===== config.mk =====
export PLATFORM = sky130hd
export DESIGN_NAME = thc_div
export DESIGN_NICKNAME = d
export VERILOG_FILES = /design/src/terrain_heightmap_classifier_unit_defines.svh /design/src/thc_pkg.sv /design/src/thc_div.sv
export SDC_FILE = /design/constraint.sdc
export NUM_CORES = 1
export LEC_CHECK = 0
export BUFFER_PORTS_ARGS = -buffer_cell sky130_fd_sc_hd__buf_2
export CORE_UTILIZATION = 45
export CTS_CLUSTER_SIZE = 16
export DETAILED_ROUTE_END_ITERATION = 12
export PLACE_DENSITY = 0.64
export SLEW_MARGIN = 25
export SYNTH_ARGS = -nofsm -noshare
export SYNTH_HDL_FRONTEND = slang
export SYNTH_SLANG_ARGS = --single-unit

===== constraint.sdc =====
create_clock -name clk -period 3.9 [get_ports clk]
set_clock_uncertainty 0.05 [all_clocks]
set_input_delay 0.78 -clock clk [delete_from_list [all_inputs] [get_ports clk]]
set_output_delay 0.78 -clock clk [all_outputs]
set_load 0.02 [all_outputs]

===== src/terrain_heightmap_classifier_unit_defines.svh =====
// ------------------------------------------------------------------------
// terrain heightmap classifier assertion macros
// shared property forms for the block's concurrent checks
// ------------------------------------------------------------------------
`ifndef TERRAIN_HEIGHTMAP_CLASSIFIER_UNIT_DEFINES_SVH
`define TERRAIN_HEIGHTMAP_CLASSIFIER_UNIT_DEFINES_SVH

// same-cycle implication, sampled on clk, off during reset
`define THC_ASSERT_IMP(lbl, ante, cons, msg) \
    lbl: assert property (@(posedge clk) disable iff (!rst_n) (ante) |-> (cons)) \
        else $error(msg);

// next-cycle implication, sampled on clk, off during reset
`define THC_ASSERT_NXT(lbl, ante, cons, msg) \
    lbl: assert property (@(posedge clk) disable iff (!rst_n) (ante) |=> (cons)) \
        else $error(msg);

`endif


===== src/thc_pkg.sv =====
// ------------------------------------------------------------------------
// thc_pkg
// types and constants shared by the terrain heightmap classifier
// ------------------------------------------------------------------------
`timescale 1ns / 1ps
`default_nettype none

package thc_pkg;

    // actions
    localparam logic [1:0] ACT_CLEAR = 2'd0;
    localparam logic [1:0] ACT_ADD   = 2'd1;
    localparam logic [1:0] ACT_READ  = 2'd2;
    localparam logic [1:0] ACT_NOP   = 2'd3;

    // cell classes
    localparam logic [2:0] CLS_UNKNOWN  = 3'd0;
    localparam logic [2:0] CLS_TRAVERSE = 3'd1;
    localparam logic [2:0] CLS_OBST_UP  = 3'd2;
    localparam logic [2:0] CLS_CLIFF    = 3'd3;
    localparam logic [2:0] CLS_STEEP    = 3'd4;

    // configuration register indexes
    localparam logic [2:0] CFG_NORMAL_X  = 3'd0;
    localparam logic [2:0] CFG_NORMAL_Y  = 3'd1;
    localparam logic [2:0] CFG_NORMAL_Z  = 3'd2;
    localparam logic [2:0] CFG_OFFSET    = 3'd3;
    localparam logic [2:0] CFG_STEP_UP   = 3'd4;
    localparam logic [2:0] CFG_DROP_DOWN = 3'd5;
    localparam logic [2:0] CFG_COS_TILT  = 3'd6;
    localparam logic [2:0] CFG_PLANE_OK  = 3'd7;

    // reset values
    localparam logic [15:0] RST_NORMAL_Z = 16'd32767;
    localparam logic [14:0] RST_STEP_UP  = 15'd100;
    localparam logic [14:0] RST_DROP     = 15'd150;
    localparam logic [14:0] RST_COS      = 15'd30792;

    // datapath widths, sized for the full range of the grid parameters
    localparam int WX_W  = 22;  // doubled cell centre coordinate
    localparam int PW_W  = 38;  // normal times centre coordinate
    localparam int SUM_W = 40;  // height numerator
    localparam int NUM_W = 41;  // rounded dividend
    localparam int DEN_W = 18;  // rounded divisor
    localparam int Q_W   = 17;  // quotient bits before saturation
    localparam int CNT_W = 5;   // divider step counter

    typedef struct packed {
        logic        seen;
        logic [14:0] max_up;
        logic [14:0] max_down;
    } cell_t;

    typedef enum logic [3:0] {
        ST_IDLE,
        ST_CLEAR,
        ST_ADD_MUL,
        ST_ADD_BIN,
        ST_ADD_RD,
        ST_ADD_WR,
        ST_RD_IDX,
        ST_RD_MUL,
        ST_RD_CHK,
        ST_RD_DIV
    } state_t;

endpackage

`default_nettype wire


===== src/thc_div.sv =====
// ------------------------------------------------------------------------
// thc_div
// restoring divider, one quotient bit a cycle, with overflow flag
// ------------------------------------------------------------------------
`timescale 1ns / 1ps
`default_nettype none

module thc_div (
    input  wire logic                        clk,
    input  wire logic                        rst_n,
    input  wire logic                        start,
    input  wire logic [thc_pkg::NUM_W-1:0]   num,
    input  wire logic [thc_pkg::DEN_W-1:0]   den,
    output logic                             done,
    output logic [thc_pkg::Q_W-1:0]          quot,
    output logic                             ovf
);
    import thc_pkg::*;

    localparam int SH_W = DEN_W + Q_W - 1;

    logic                 run_reg;
    logic                 run_next;
    logic                 done_reg;
    logic                 done_next;
    logic [CNT_W-1:0]     cnt_reg;
    logic [CNT_W-1:0]     cnt_next;
    logic [NUM_W-1:0]     rem_reg;
    logic [SH_W-1:0]      dsh_reg;
    logic [Q_W-1:0]       q_reg;
    logic                 ovf_reg;
    logic                 ge;

    assign ge = rem_reg >= NUM_W'(dsh_reg);

    always_comb
    begin
        run_next  = run_reg;
        done_next = 1'b0;
        cnt_next  = cnt_reg;
        if (start)
        begin
            run_next = 1'b1;
            cnt_next = CNT_W'(Q_W - 1);
        end
        else if (run_reg)
        begin
            cnt_next = cnt_reg - 1'b1;
            if (cnt_reg == '0)
            begin
                run_next  = 1'b0;
                done_next = 1'b1;
            end
        end
    end

    always_ff @(posedge clk or negedge rst_n)
    begin
        if (!rst_n)
        begin
            run_reg  <= 1'b0;
            done_reg <= 1'b0;
            cnt_reg  <= '0;
        end
        else
        begin
            run_reg  <= run_next;
            done_reg <= done_next;
            cnt_reg  <= cnt_next;
        end
    end

    always_ff @(posedge clk)
    begin
        if (start)
        begin
            rem_reg <= num;
            dsh_reg <= {den, {(Q_W - 1){1'b0}}};
            q_reg   <= '0;
            ovf_reg <= num >= NUM_W'({den, {Q_W{1'b0}}});
        end
        else if (run_reg)
        begin
            if (ge)
            begin
                rem_reg <= rem_reg - NUM_W'(dsh_reg);
            end
            q_reg   <= {q_reg[Q_W-2:0], ge};
            dsh_reg <= dsh_reg >> 1;
        end
    end

    assign done = done_reg;
    assign quot = q_reg;
    assign ovf  = ovf_reg;

endmodule

`default_nettype wire


Yosys cells after proc, flatten, opt, wreduce, memory -nomap -nowiden
Cells that the tools add are included.
{ "totals": {"output_inout_bits": 19, "register_bits": 100, "inputBits": 62, "wordCells": 29} }
{ "classes": {"magnitude_cmp": 2, "reduce_logical": 4, "n_mux": 13, "n_addsub": 2} }
{ "op_table": {"columns": ["operator", "count"], "rows": [
  ["$mux 41", 3],
  ["$mux 34", 2],
  ["$ge 41x34->1", 1],
  ["$ge 41x35->1", 1],
  ["$sub 41x34->41", 1],
  ["$mux 5", 2],
  ["$mux 1", 6],
  ["$logic_not 5->1", 1],
  ["$sub 5x1->5 const B", 1],
  ["$reduce_bool 2->1", 2],
  ["$reduce_and 2->1", 1]
]} }

Longest topological paths before layout
{ "logic_depth": {"depth_word": 4, "ltp_mapped": 11, "ltp_nobuf": 11} }

Worst setup path before layout
Ideal clock, no wire load.
{ "synth_timing": {"path_kind": "reg-to-reg", "startpoint": "register rem_reg[8]", "endpoint": "register rem_reg[0], enable pin", "arrival_time_ns": 2.917, "path_stages_with_launch": 10, "period_less_slack_ns": 3.366, "required_time_ns": 3.451, "setup_slack_ns": 0.534, "cell_sequence": "edfxtp_1 ha_1 and2_1 a21boi_0 or3_1 nand3_1 a21oi_1 a211oi_1 o21ai_0 nand2_1"} }
{ "synth_via": {"elab_chain_cells": 3} }
{ "synth_lines": {"columns": ["item", "line", "source"], "rows": [
  ["from (decl)", "thc_div.sv:28", "logic [NUM_W-1:0] rem_reg;"],
  ["from (signal assigned)", "thc_div.sv:77", "rem_reg <= num;"],
  ["from (signal assigned)", "thc_div.sv:86", "rem_reg <= rem_reg - NUM_W'(dsh_reg);"],
  ["$ge 41x34->1", "thc_div.sv:34", "assign ge = rem_reg >= NUM_W'(dsh_reg);"],
  ["$reduce_bool 2->1 (no line)", null, null],
  ["$reduce_and 2->1 (no line)", null, null]
]} }
No other way between the ends.
A chain may end at the register's enable or synchronous reset.

Worst setup path after layout
{ "layout_timing": {"startpoint": "register dsh_reg[8]", "endpoint": "register rem_reg[23], enable pin"} }
{ "layout_via": {"elab_chain_cells": 3} }
{ "layout_lines": {"columns": ["item", "line", "source"], "rows": [
  ["from (decl)", "thc_div.sv:29", "logic [SH_W-1:0] dsh_reg;"],
  ["from (signal assigned)", "thc_div.sv:78", "dsh_reg <= {den, {(Q_W - 1){1'b0}}};"],
  ["from (signal assigned)", "thc_div.sv:89", "dsh_reg <= dsh_reg >> 1;"],
  ["$ge 41x34->1", "thc_div.sv:34", null],
  ["$reduce_bool 2->1 (no line)", null, null],
  ["$reduce_and 2->1 (no line)", null, null]
]} }
No other way between the ends.

==> key figures <==
Drt
  – WL met1: around 7400 um
  – DR WL/cell: 15.4 um
  – Post-DR vias/cell: approximately 5.6
  – DRT Wirelength: about 16,000 um
  – First-pass DRT Iterations: 5
  – Top sig layer: met4
  – Via count: ~5,700
  – Met3 wire len: approximately 540 um
  – Drt drc: 0
  – Remaining antenna violation count after routing: 0
  – Met2 wire len: just under 8000 um
  – Initial DRC Count: roughly 370

Global route
  – Gr usage total: 21.0%
  – Grt ovf: 0
  – Initial antenna violation count: 0
  – Global-route wire length before repair: ~27,000 um
  – Number of global-route vias before repair: around 5,600
  – Largest net degree at the start of global routing: 67

Timing
  – Final period utilization: around four fifths
  – Fin. Hold Viols: 0
  – Worst-margin pin slew: approximately 0.67 ns
  – Final min period: about 3.1 ns
  – Final setup viols: 0
  – Sum Neg Setup Slack: 0 ns
  – Worst rel slew slack: a little over half
  – Final Max Tran Viols: 0
  – RSZ-0062 raised after global routing: no
  – FMAX: 318 MHz

Critical path
  – Crit-path cells: inv_1 -> ha_1 -> and2_1 -> a21boi_0 -> or3_1 -> nand3_1 -> a21oi_1 -> a211oi_1 -> o21ai_0 -> nand2_1 -> buf_12
  – WP buf/inv: 2
  – CP endpoint kind: flop
  – Largest stage delay on the critical path: between 0.3 and 0.4 ns
  – End point of the critical path: rem_reg[23]
  – FF-to-FF path depth: 11
  – CP Max Fanout: 41
  – Type of the worst setup path: flop to flop
  – Crit path launch: dsh_reg[8]
  – R2r startpoint: dsh_reg[8]
  – Worst Path Arrival: ~3.1 ns
  – Reg-to-Reg End: rem_reg[23]
  – WP depth: 11
  – Register-to-register setup slack: between 0.7 and 0.8 ns
  – CP Launch Type: flop
  – Crit path required time: a little under 4 ns
  – CP delay by family, top: simple AND/OR/NAND/NOR gates
  – Crit-path slowest cell: or3_1

Clocking
  – Root buf cell: clkbuf_16
  – Clk_lat worst skew: roughly 0.36 ns
  – Post-CTS setup buffer count: 0
  – Clock Sinks: 100
  – Post-CTS sizing: 0
  – CTS tree: built
  – Hold buffer count at CTS: 0
  – Clock Path Buffers: 2
  – H-tree levels: 3
  – TritonCTS buffer count: 9
  – CTS clock-pin slew for the worst setup and hold paths: ~0.07 ns

Power
  – Final Total Pwr: 0.00551 W
  – Seq pwr share: 30.4%
  – Internal: ~0.0031 W
  – Part of the power in the clock network: between 10% and 20%
  – Switching Share: between 40 and 50%
  – Leakage: roughly 3.5 nW
  – Pwr/cell area: roughly 720 nW/um^2
  – Comb pwr share: a little over half
  – Max rail drop VDD: about 0.00031 V
  – NetSw: about 0.0024 W

Finish
  – Max FFs per register: 41
  – Final Util: a little over half
  – Nets: about 960
  – Post-route cell area: 7600 sq um
  – P&R area growth vs syn: 12.2%
  – Diodes inserted: 0
  – Commonest non-fill, non-tap cell in the layout: nand2_1
  – Commonest cells after routing, fill and taps aside: nand2_1 (111), buf_2 (79), o21ai_0 (71)
  – Layout cells sized above 1: 13.4%
  – Final instance count without filler cells: roughly 1,000

Synth
  – Share of the synthesized area in the top cell type: roughly a quarter
  – Synth Net Count: 897
  – Post-synthesis sequential area ratio: between 30% and 40%
  – Synth area leaders: edfxtp_1 (27%), ha_1 (10%), dfxtp_1 (9.8%), nand2_1 (6.2%), o21ai_0 (5.2%)
  – Primary FF master, synth: edfxtp_1
  – Mapped cell area: slightly below 7000 sq um
  – Post-Syn Instances: a little under 800
  – Post-synth top area cell: edfxtp_1
  – Avg Cell Area, Syn: 8.68 sq um
  – Unique cell type count in the Yosys netlist: slightly below 60
  – Post-synth ARST share: 7.00%
  – YS warnings: 0
  – Register bit count reported by yosys: 100
  – EDFF count, synth: 60

Placement
  – Post-detail-place hpwl: approximately 12,000 um
  – Area of placed instances: roughly 7300 sq um
  – Port buffer count: 80
  – Placed insts: 1,014
  – Final Wtd Congestion: just under 0.9

Status
  – Status: finished clean

Floorplanning
  – Row count: 44
  – Die X: roughly 120 um
  – Full die area: between 15,000 and 20,000 sq um
  – I/O pin count: 81
  – Core area: 14,600 sq um
  – Chip height: 125 um
  – Starting Density: between 40% and 50%

Worst hold path
  – Min-delay worst type: input pin to asynchronous set/reset pin

Run
  – Maxcap violations: 0
[how the worst min path moves through the flow]
stage | startpoint | end | slack, ns | depth (start not counted)
after global placement | quot[16] | quot[16] | 0.43 | 2
after CTS | rst_n | cnt_reg[4] | 0.19 | 1
after floorplan | dsh_reg[0] | dsh_reg[0] | 0.41 | 2
after global routing | rst_n | done | 0.20 | 1
after detailed placement | quot[16] | quot[16] | 0.45 | 2
final | rst_n | run_reg | 0.19 | 1
[routing by layer]
metal | GRT usage (%) | vias up
met2 | 36.2 | 119
li1 | - | 2893
met4 | 6.73 | 0
met1 | 26.3 | 2699
met5 | 0 | -
met3 | 3.91 | 21
[synthesized netlist by cell type, types with 2 or more instances]
master    number
nor2_1        61
nand2_1      111
nor3_2         2
o21bai_1       3
a211oi_1       5
xnor2_1       17
nand3_1       20
nor3_1        16
ha_1          54
nand4_1        9
nand2b_1       7
a221o_1        2
and3_1         4
nor4b_1        2
o211ai_1       5
inv_1         64
edfxtp_1      60
xor2_1        13
o31a_1         3
nor2b_1        7
a21boi_0       5
nor3b_1        2
dfxtp_1       33
or2_2          5
dfrtp_1        7
nor4_1         9
o21a_1         8
a21o_1        20
a31oi_1        6
o31ai_1        4
or4_1          2
o211a_1        2
a21oi_1       42
or3_1          4
and2_1         4
o311ai_0       3
buf_1          3
mux2i_1       35
o21ai_0       71
clkbuf_1      31
[kinds of logic after synthesis]
family	share of synthesized area (%)
and+or+nand+nor	18.4
muxes	5.17
buffers and inverters	5.43
adders and majority gates	10.3
DFF	39.0
xor gates and xnor gates	3.88
AOI/OAI and AO/OA	17.9
[area by class of cell]
| class | count | area (sq um) |
|---|---|---|
| clock buffer | 10 | 229 |
| clock inverter | 6 | 47.5 |
| fill | 1393 | 6990 |
| inverter | 64 | 240 |
| multi-input combinational | 582 | 3770 |
| sequential | 100 | 2640 |
| tap | 184 | 230 |
| timing repair buffer | 84 | 445 |
[power by group through the flow]
stage / Clock (W) / Sequential (W) / Combinational, W
floorplan: 0 / 0.00164 / 0.00231
global placement: 0 / 0.00168 / 0.00291
detailed placement: 0 / 0.00170 / 0.00293
CTS: 0.000879 / 0.00168 / 0.00296
global route: 0.000910 / 0.00171 / 0.00334
finish: 0.000855 / 0.00167 / 0.00298
[stage by stage]
| stage | hold WS, ns | worst slack, ns |
|---|---|---|
| final | 0.193 | 0.759 |
| after global routing | 0.197 | 0.453 |
| after CTS | 0.192 | 0.775 |
| after detailed placement | 0.448 | 0.766 |
| after global placement | 0.429 | 0.833 |
| after floorplan | 0.415 | 0.534 |
(Power assumes the default switching activity.)
